### config.mk
export PLATFORM = sky130hd
export DESIGN_NAME = rib_front
export DESIGN_NICKNAME = d
export VERILOG_FILES = /design/src/hw/rtl/rib_pkg.sv /design/src/hw/rtl/rib_front.sv
export SDC_FILE = /design/constraint.sdc
export NUM_CORES = 1
export LEC_CHECK = 0
export BUFFER_PORTS_ARGS = -buffer_cell sky130_fd_sc_hd__buf_2
export CAP_MARGIN = 20
export CORE_MARGIN = 1
export CORE_UTILIZATION = 56
export DETAILED_ROUTE_END_ITERATION = 16
export GPL_ROUTABILITY_DRIVEN = 0
export HOLD_SLACK_MARGIN = 0.1
export PLACE_DENSITY = 0.94
export SKIP_CTS_REPAIR_TIMING = 1
export SKIP_LAST_GASP = 1
export SLEW_MARGIN = 20
export SYNTH_ARGS = -nofsm -noshare
export SYNTH_HDL_FRONTEND = slang
export SYNTH_SLANG_ARGS = --single-unit
### constraint.sdc
create_clock -name clk -period 7.3 [get_ports clk]
set_input_delay 0.73 -clock clk [delete_from_list [all_inputs] [get_ports clk]]
set_output_delay 0.73 -clock clk [all_outputs]
set_load 0.01 [all_outputs]
### src/hw/rtl/rib_pkg.sv
// ----------------------------------------------------------------------------
// rib_pkg
// Shared types and codes of the row interval builder.
// ----------------------------------------------------------------------------
package rib_pkg;

  localparam int unsigned DIAG_W  = 17;
  localparam int unsigned ROW_W   = 16;
  localparam int unsigned END_W   = 17;
  localparam int unsigned SLOT_W  = 4;
  localparam int unsigned RIGHT_W = 18;
  localparam int unsigned STAT_W  = 2;
  localparam int unsigned CNTO_W  = 5;
  localparam int unsigned CFGD_W  = 16;
  localparam int unsigned RUSE_W  = 13;

  localparam logic [END_W-1:0] ROW_LIMIT = 17'h10000;

  localparam logic [1:0] MODE_FWD   = 2'd0;
  localparam logic [1:0] MODE_BWD   = 2'd1;
  localparam logic [1:0] MODE_READ  = 2'd2;
  localparam logic [1:0] MODE_CLEAR = 2'd3;

  localparam logic [STAT_W-1:0] STATUS_OK       = 2'd0;
  localparam logic [STAT_W-1:0] STATUS_OVERFLOW = 2'd1;
  localparam logic [STAT_W-1:0] STATUS_OUTSIDE  = 2'd2;

  localparam logic CFG_ROW_BASE    = 1'b0;
  localparam logic CFG_ROWS_IN_USE = 1'b1;

  typedef enum logic [1:0] {
    OP_INTEGRATE,
    OP_READ,
    OP_CLEAR
  } op_t;

  typedef struct packed {
    op_t               op;
    logic              backward;
    logic [DIAG_W-1:0] diag;
    logic [END_W-1:0]  first;
    logic [END_W-1:0]  last_end;
    logic [SLOT_W-1:0] slot;
  } cmd_t;

  typedef enum logic [3:0] {
    S_INIT,
    S_IDLE,
    S_ROW,
    S_ROW_CNT,
    S_ROW_UPD,
    S_RD_CHK,
    S_RD_SLOT,
    S_RD_DATA,
    S_CLEAR,
    S_DONE
  } state_t;

endpackage

### src/hw/rtl/rib_front.sv
// ----------------------------------------------------------------------------
// rib_front
// Accepts input beats, classifies them into commands and queues them.
// ----------------------------------------------------------------------------
module rib_front (
  input  logic                          clk,
  input  logic                          rst_n,
  input  logic                          in_valid,
  output logic                          in_stall,
  input  logic [1:0]                    in_mode,
  input  logic [rib_pkg::DIAG_W-1:0]    in_diag,
  input  logic [rib_pkg::ROW_W-1:0]     in_first_row,
  input  logic [rib_pkg::END_W-1:0]     in_end_row,
  input  logic [rib_pkg::SLOT_W-1:0]    in_slot,
  output logic                          cmd_valid,
  output rib_pkg::cmd_t                 cmd,
  input  logic                          cmd_pop
);

  rib_pkg::cmd_t queue_r [2];
  logic       wr_ptr_r, wr_ptr_nxt;
  logic       rd_ptr_r, rd_ptr_nxt;
  logic [1:0] fill_r, fill_nxt;
  rib_pkg::cmd_t new_cmd;
  logic       push;
  logic       pop;

  always_comb begin
    new_cmd.backward = (in_mode == rib_pkg::MODE_BWD);
    new_cmd.diag     = in_diag;
    new_cmd.first    = {1'b0, in_first_row};
    new_cmd.last_end = (in_end_row > rib_pkg::ROW_LIMIT) ? rib_pkg::ROW_LIMIT : in_end_row;
    new_cmd.slot     = in_slot;
    case (in_mode)
      rib_pkg::MODE_FWD:   new_cmd.op = rib_pkg::OP_INTEGRATE;
      rib_pkg::MODE_BWD:   new_cmd.op = rib_pkg::OP_INTEGRATE;
      rib_pkg::MODE_READ:  new_cmd.op = rib_pkg::OP_READ;
      default:             new_cmd.op = rib_pkg::OP_CLEAR;
    endcase
  end

  assign in_stall  = (fill_r == 2'd2);
  assign push      = in_valid && !in_stall;
  assign cmd_valid = (fill_r != 2'd0);
  assign cmd       = queue_r[rd_ptr_r];
  assign pop       = cmd_pop && cmd_valid;

  always_comb begin
    wr_ptr_nxt = push ? ~wr_ptr_r : wr_ptr_r;
    rd_ptr_nxt = pop ? ~rd_ptr_r : rd_ptr_r;
    fill_nxt   = fill_r + 2'(push) - 2'(pop);
  end

  always_ff @(posedge clk) begin
    if (!rst_n) begin
      wr_ptr_r <= 1'b0;
      rd_ptr_r <= 1'b0;
      fill_r   <= 2'd0;
    end else begin
      wr_ptr_r <= wr_ptr_nxt;
      rd_ptr_r <= rd_ptr_nxt;
      fill_r   <= fill_nxt;
    end
  end

  always_ff @(posedge clk) begin
    if (push) begin
      queue_r[wr_ptr_r] <= new_cmd;
    end
  end

endmodule

# == Yosys cells after proc, flatten, opt, wreduce, memory -nomap -nowiden ==
# Memory sizes are Yosys's and may differ from the RTL's. A register that Yosys moved wholly into a read port is not among the register bits.
# Cells that the tools add are included.
# classes
n_mux,6
add_sub_neg,2
reduce_logical,6
bitwise,2
order_cmp,1
n_eq_ne,3
# ops
op,count
$gt A17 B17 Y1 const B,1
$mux W17,1
$eq A2 B2 Y1 const B,2
$mux W1,4
$pmux W2 S2,1
$add A2 B1 Y2,1
$eq A2 B1 Y1 const B,1
$logic_and A1 B1 Y1,2
$logic_not A2 Y1,1
$not A1 Y1,2
$reduce_bool A2 Y1,1
$reduce_or A2 Y1,1
$sub A2 B1 Y2,1
$logic_not A1 Y1,1
# totals
elab_cells,24
n_memories,1
in_bits,60
ram_bits,114
reg_bits,4
output_inout_bits,60
# mem_list
name,depth,width,rd,rd_clocked_by_memory_dff,wr,line_no,rtl
queue_r,2,57,1,1,1,rib_front.sv:20,rib_pkg::cmd_t queue_r [2];

# == Logic depth before layout (Yosys ltp) ==
# Gate-level depths: netlist of the first run.
# depth
word_depth,5
depth_mapped,8
ltp_nobuf,8

# == Worst setup path after synthesis of the first run ==
# OpenSTA, ideal clock, no wires.
# synth_path
kind,input to register
start,input port in_valid
end,"memory queue_r[0][0] (netlist name), enable pin"
required_time_ns,6.889
slack_ns,4.648
t_arrival_ns,2.240
setup_time_ns,0.411
path_buffers,0
cell_stages,3
path_cell_list,inv_1 -> or3_1 -> inv_1
# synth_via
elab_chain_cells,3
# synth_rtl
item,line_no,rtl
from (decl),rib_front.sv:8,"input logic in_valid,"
$logic_and A1 B1 Y1,rib_front.sv:43,assign push = in_valid && !in_stall;
$mux W1,rib_front.sv:67,if (push) begin
$mux W1 (not written as such),rib_front.sv:68,queue_r[wr_ptr_r] <= new_cmd;
to (decl),rib_front.sv:20,
# No other way between the ends.

==> flow_summary.yaml, run 1 <==
worst_hold_path:
  min_from: "in_first_row[7]"
  hold_class: "input port to flip-flop"
  min_path_cells: 1
  hold_end: "queue_r[1][28]"
global_route:
  grt_pass1_wl_um: 12200
  use_met2: 0.337
  grt-busiest-layer: "met2"
  grt_max_degree: 58
  grt_pass1_vias: 2511
  gr-usage-met1: 0.230
  track_usage: 0.197
  grt_overflow: 0
  gr-usage-met3: 0.0640
  antenna_found_initial: 0
yosys:
  ys_seq_area_frac: 0.770
  netlist.area_leader.share: 0.748
  ys_ff_latch: 119
  synth_area_um2: 4580
  synth.distinct_cells: 27
  synthCells: 233
  ys_top_cells_by_area: "edfxtp_1 (75%), mux2_2 (14%), dfxtp_1 (2.2%)"
  ys_warn_count: 0
  yosysTopAreaCell: "edfxtp_1"
  synth_area_per_cell_um2: 19.6
  synthesis.nets: 295
worst_setup_path:
  rr_worst_depth: 4
  timing.rr.start: "fill_r[0]"
  cp_slowest_cell: "buf_4"
  setup.worst_path.end_class: "output port"
  cp_max_fo: 57
  reg2reg_slack_ns: 5.39
  r2r-end: "queue_r[0][19]"
  worstSetupStartpointType: "flip-flop"
  worstPathBufferInverterCount: 2
  arrival_ns: 1.97
  required_ns: 6.57
  cp_cell_sequence: "buf_4 -> mux2_2 -> buf_2"
  worst-setup-path-type: "flip-flop to output port"
  crit_cells: 3
  max_stage_delay_ns: 0.58
  critPathTopFamily: "buffers and inverters"
sta:
  drv_slew: 0
  worst_slew_pin_slew_ns: 0.768
  setup_violations: 0
  fin_tns_setup_ns: 0
  period_share: 0.370
  fmax_mhz: 370
  period_needed_ns: 2.70
  hold_viol_final: 0
  clock_skew_ns: 0.00542
  slew_headroom: 0.488
  rsz0062_at_grt: "false"
status:
  status: "completed"
floorplanning:
  die_w_um: 92.4
  dieArea_um2: 8540
  io_pins: 120
  core_um2: 7810
  die_h_um: 92.4
  start_util: 0.586
  rows: 32
drt:
  vias_per_cell: 5.06
  vias: 2425
  drt_wl_total_um: 7880
  drc_errors: 0
  drtAntennaViolNets: 0
  drtPass1Iterations: 4
  wl_per_cell_um: 16.4
  drt_iter0_markers: 103
power:
  powerDensity_nw_per_um2: 381
  leakage_nw: 2.25
  peakVddDrop_mv: 0.298
place:
  io_buffer_count: 118
  place_area_um2: 5270
  hpwl_um: 5030
  dp.cells: 447
final_layout:
  nFillCells: 473
  stdcell_area_um2: 5880
  antenna_cells: 0
  mostFrequentLayoutCell: "buf_2"
  drive_above_1_share: 0.581
  mostFrequentLayoutCells: "buf_2 (118), edfxtp_1 (114), mux2_2 (57)"
  area_growth_pct: 28.5
  instances_no_fill: 479
  fin_nets: 426
job:
  maxCapViolations: 0
clock_tree:
  clockBufferDepth: 2
  clock_latency_ns: 0.50
  clkTransAtPathRegs_ns: 0.06
  clkSinkCount: 119
  numCtsBuffers: 17
  clockRootBuffer: "clkbuf_8"
  cts_max_level: 4
  cts_tree: "yes"
-- stage by stage --
stage | hold WS, ns | power (mW) | utilization | worst slack (ns)
global route | 0.387 | 2.34 | 0.753 | 4.51
CTS | 0.390 | 2.27 | 0.753 | 4.55
detailed placement | 0.507 | 1.42 | 0.675 | 5.04
global placement | 0.473 | 1.40 | 0.674 | 4.73
finish | 0.415 | 2.24 | 0.753 | 4.60
floorplan | 0.458 | 1.24 | - | 4.65
-- metal layers --
layer	wire length, um	vias up
met5	0	-
met3	462	9
met4	72	0
met1	3150	1165
li1	-	1162
met2	4190	89
-- registers in the layout, indices dropped and copies added, names as in the netlist, named ones only --
signal	count
wr_ptr_r	1
queue_r	114
rd_ptr_r	1
fill_r	2
-- Yosys cell counts --
library cell	count
edfxtp_1	114
and2_1	3
dfxtp_1	5
mux2_2	57
nor2b_2	2
buf_4	4
xor2_1	1
nand2_1	1
nor2b_1	16
inv_1	6
nor2_1	3
o21ai_0	1
buf_2	3
nor4_4	2
o21a_1	1
a41oi_4	1
a21oi_1	1
nor3_1	1
clkbuf_1	1
ha_1	2
and3_1	1
nand2b_1	1
or2_2	1
or3_1	1
nor4_2	2
conb_1	1
xnor2_1	1
-- report_power, final --
part | switching (mW) | internal, mW
Combinational | 0.266 | 0.230
Clock | 0.288 | 0.554
Sequential | 0.0276 | 0.875
-- how the worst max path moves through the flow --
stage                                 to
after detailed placement  queue_r[0][40]
after floorplan            queue_r[0][0]
after global routing              cmd[0]
after CTS                        cmd[43]
after global placement    queue_r[0][31]
final                             cmd[0]
-- kinds of logic (layout without fill, tap and decap cells) --
logic type	count (synthesis)	in the layout	synth area share
flops	119	119	0.770
mux	57	57	0.140
simple gates	34	34	0.0544
buf+inv	14	158	0.0156
compound gates	4	4	0.00984
fa+ha+maj	2	2	0.00547
xor+xnor	2	2	0.00383
other cells	1	1	0.000819
-- final cells by class --
class | instances | area, um2 | area share
tap | 102 | 128 | 0.0217
inverter | 6 | 25.0 | 0.00426
timing repair buffer | 120 | 606 | 0.103
clock buffer | 17 | 414 | 0.0704
clock inverter | 15 | 200 | 0.0340
sequential | 119 | 3520 | 0.599
multi-input combinational | 100 | 983 | 0.167
(Power assumes the default switching activity.)
==> inputs of run 2 (changes only) <==
CORE_UTILIZATION = 52   (was 56)
PLACE_DENSITY = 0.89   (was 0.94)
clock period = 2.6 ns   (was 7.3 ns; I/O delays follow)
==> flow_summary.yaml, run 2 (synthesis gave the netlist of run 1 again) <==
global_route:
  grt_max_degree: 32
  antenna_found_initial: 0
  gr-usage-met1: 0.199
  grt-busiest-layer: "met2"
  grt_pass1_wl_um: 11700
  track_usage: 0.182
  grt_overflow: 0
  use_met2: 0.318
  gr-usage-met3: 0.0671
  grt_pass1_vias: 2471
worst_setup_path:
  critPathTopFamily: "buffers and inverters"
  arrival_ns: 1.74
  cp_cell_sequence: "buf_4 -> mux2_2 -> buf_2"
  worst-setup-path-type: "flip-flop to output port"
  max_stage_delay_ns: 0.41
  required_ns: 2.34
  cp_max_fo: 31
  setup.worst_path.end_class: "output port"
  cp_slowest_cell: "mux2_2"
  timing.rr.start: "fill_r[0]"
  worstPathBufferInverterCount: 2
  worstSetupStartpointType: "flip-flop"
place:
  place_area_um2: 5300
  post-place-ws_ns: 0.852
  io_buffer_count: 118
  hpwl_um: 5270
final_layout:
  nFillCells: 499
  fin_nets: 471
  mostFrequentLayoutCell: "buf_2"
  drive_above_1_share: 0.524
  largest-register: "queue_r"
  reg_top3: "queue_r x114, fill_r x2"
  antenna_cells: 0
  area_growth_pct: 38.3
  stdcell_area_um2: 6330
  mostFrequentLayoutCells: "buf_2 (118), edfxtp_1 (114), mux2_2 (57)"
  largest_register_ffs: 114
power:
  power.switching_mw: 1.63
  netSwitchingFraction: 0.254
  pwr-share-comb: 0.231
  leakage_nw: 2.45
  clkPwrFrac: 0.375
  peakVddDrop_mv: 0.823
  power.total_mw: 6.43
  pwr-share-seq: 0.394
  powerDensity_nw_per_um2: 1020
  internal_power_mw: 4.80
worst_hold_path:
  hold_class: "input port to flip-flop"
  min_from: "in_end_row[5]"
clock_tree:
  clockRootBuffer: "clkbuf_8"
  clkSinkCount: 119
  clockBufferDepth: 2
  numCtsBuffers: 17
  clkTransAtPathRegs_ns: 0.06
  clock_latency_ns: 0.49
  cts_tree: "yes"
  cts_max_level: 4
sta:
  period_share: 0.769
  fin_tns_setup_ns: 0
  hold_viol_final: 0
  clock_skew_ns: 0.00479
  setup_violations: 0
  period_needed_ns: 2.00
  rsz0062_at_grt: "false"
  holdWs_ns: 0.148
  drv_slew: 0
  fin_ws_ns: 0.602
  fmax_mhz: 500
drt:
  drt_iter0_markers: 48
  vias_per_cell: 4.98
  drc_errors: 0
  drt_wl_total_um: 8620
  drtAntennaViolNets: 0
  drtPass1Iterations: 4
  wl_per_cell_um: 16.4
  vias: 2622
floorplanning:
  dieArea_um2: 9180
  core_um2: 8380
  start_util: 0.546
  rows: 33
  io_pins: 120
  die_w_um: 95.8
  die_h_um: 95.8
job:
  maxCapViolations: 0
status:
  status: "completed"
==> run 2: cell count changes in the layout (fill, tap and decap cells not counted) <==
| cell | delta |
|---|---|
| clkinv_2 | +1 |
| inv_2 | +1 |
| bufinv_16 | +1 |
| inv_6 | -1 |
| dlygate4sd3_1 | +41 |
| clkinv_4 | -3 |
| clkinv_1 | +2 |
| buf_4 | +4 |
| inv_4 | -1 |
==> run 2: worst paths after layout <==
kind / to / slack [ns] / cells after the start
setup / recovery: cmd[25] / 0.60 / 3
hold / removal: queue_r[0][9] / 0.15 / 2
setup reg to reg: queue_r[0][40] / 0.84 / 5
hold reg to reg: wr_ptr_r / 0.52 / 2
==> run 2: stage by stage <==
step,utilization,instances
after floorplan,-,233
after global placement,0.632,454
after detailed placement,0.632,454
after CTS,0.706,486
after global routing,0.755,527
final,0.755,527
==> run 2: power groups by stage <==
stage | registers [mW] | clock network, mW | logic, mW
3_3_place_gp | 2.54 | 0 | 1.41
5_1_grt | 2.55 | 2.53 | 1.62
3_5_place_dp | 2.57 | 0 | 1.44
2_1_floorplan | 2.55 | 0 | 0.925
4_1_cts | 2.53 | 2.46 | 1.45
6_report | 2.53 | 2.41 | 1.49
==> run 2: final cells by class <==
| class | count | area, um2 | share of cell area |
|---|---|---|---|
| Timing Repair Buffer | 165 | 1050 | 0.165 |
| Inverter | 6 | 22.5 | 0.00356 |
| Sequential cell | 119 | 3520 | 0.557 |
| Tap cell | 105 | 131 | 0.0208 |
| Clock buffer | 17 | 414 | 0.0654 |
| Multi-Input combinational cell | 100 | 983 | 0.155 |
| Clock inverter | 15 | 208 | 0.0328 |
==> run 2: per-layer routing <==
layer  part of all wire  vias up
li1                   -     1251
met1               0.40     1280
met2               0.54       85
met3              0.049        6
met4             0.0081        0
met5                  0        -
==> inputs of run 3 (changes only) <==
clock period = 2 ns   (was 2.6 ns; I/O delays follow)
==> flow_summary.yaml, run 3 (synthesis gave the netlist of run 1 again) <==
status:
  status: "completed"
final_layout:
  mostFrequentLayoutCell: "buf_2"
  antenna_cells: 0
  largest_register_ffs: 114
  ff_latch_area_um2: 3520
  nFillCells: 523
  instances_no_fill: 530
  mostFrequentLayoutCells: "buf_2 (118), edfxtp_1 (114), mux2_2 (57)"
  largest-register: "queue_r"
  area_growth_pct: 38.3
  fin_nets: 475
  reg_top3: "queue_r x114, fill_r x2"
  multiInputGateArea_um2: 983
  drive_above_1_share: 0.504
drt:
  drtPass1Iterations: 4
  vias: 2662
  drtAntennaViolNets: 0
  vias_per_cell: 5.02
  drt_iter0_markers: 124
  drc_errors: 0
  wl_per_cell_um: 16.0
  drt_wl_total_um: 8490
place:
  dp.cells: 451
  post-place-ws_ns: 0.283
  hpwl_um: 4970
  io_buffer_count: 118
sta:
  drv_slew: 0
  fmax_mhz: 533
  period_share: 0.939
  hold_viol_final: 0
  fin_tns_setup_ns: 0
  clock_skew_ns: 0.0111
  setup_violations: 0
  fin_ws_ns: 0.123
  holdWs_ns: 0.108
  period_needed_ns: 1.88
  rsz0062_at_grt: "false"
global_route:
  track_usage: 0.178
  grt_pass1_wl_um: 11600
  grt_overflow: 0
  grt_pass1_vias: 2448
  grt_max_degree: 58
  antenna_found_initial: 0
floorplanning:
  io_pins: 120
  rows: 33
  dieArea_um2: 9180
  core_um2: 8380
  die_h_um: 95.8
  die_w_um: 95.8
  start_util: 0.546
power:
  peakVddDrop_mv: 0.837
  netSwitchingFraction: 0.262
  leakage_nw: 2.43
  power.total_mw: 7.97
  pwr-share-comb: 0.246
  clkPwrFrac: 0.341
  powerDensity_nw_per_um2: 1260
  internal_power_mw: 5.88
  power.switching_mw: 2.09
  pwr-share-seq: 0.414
worst_setup_path:
  cp_slowest_cell: "mux2_2"
  reg2reg_slack_ns: 0.25
  max_stage_delay_ns: 0.39
  arrival_ns: 1.68
  setup.worst_path.end_class: "output port"
  worst-setup-path-type: "flip-flop to output port"
  worstSetupStartpointType: "flip-flop"
  required_ns: 1.80
  cp_cell_sequence: "buf_12 -> mux2_2 -> buf_2"
  cp_max_fo: 57
clock_tree:
  clockBufferDepth: 2
  clkTransAtPathRegs_ns: 0.05
  clockRootBuffer: "clkbuf_8"
  cts_max_level: 4
  numCtsBuffers: 17
  cts_tree: "yes"
  clkSinkCount: 119
  clock_latency_ns: 0.49
worst_hold_path:
  hold_class: "input port to flip-flop"
job:
  maxCapViolations: 0
[run 3: final cells by class]
type                            instances  area share
Sequential cell                       119       0.557
Inverter                                6     0.00415
Clock inverter                         12      0.0176
Clock buffer                           19      0.0666
Multi-Input combinational cell        100       0.155
Tap cell                              105      0.0208
Timing Repair Buffer                  169       0.179
[run 3: metrics by stage]
step | utilization | instance area, um2
floorplan | - | 4580
global placement | 0.634 | 5320
detailed placement | 0.634 | 5320
CTS | 0.698 | 5850
global route | 0.755 | 6330
finish | 0.755 | 6330
[run 3: final timing paths]
kind / start / end / cells after the start
setup / recovery: flip-flop / cmd[39] / 3
hold / removal: in_end_row[2] / queue_r[0][6] / 2
setup reg to reg: fill_r[0] / queue_r[0][20] / 5
hold reg to reg: wr_ptr_r / wr_ptr_r / 2
[run 3: metal layers]
metal	wire length, um	up-vias	share of wire	global-route usage
met1	3410	1306	0.40	0.198
li1	-	1257	-	-
met5	0	-	0	0
met4	92	0	0.011	0.0647
met2	4550	90	0.54	0.308
met3	436	9	0.051	0.0687
[run 3: power groups by stage]
stage          Sequential [mW]  Clock, mW  Combinational, mW
3_3_place_gp              3.31          0               1.86
2_1_floorplan             3.31          0               1.21
6_report                  3.30       2.71               1.96
5_1_grt                   3.33       2.87               2.13
4_1_cts                   3.30       2.75               1.90
3_5_place_dp              3.35          0               1.89
[run 3: critical path, delay by kind of cell (launching register included)]
family / cells / cell delay [ns]
mux: 1 / 0.39
flops: 1 / 0.34
buf+inv: 2 / 0.43
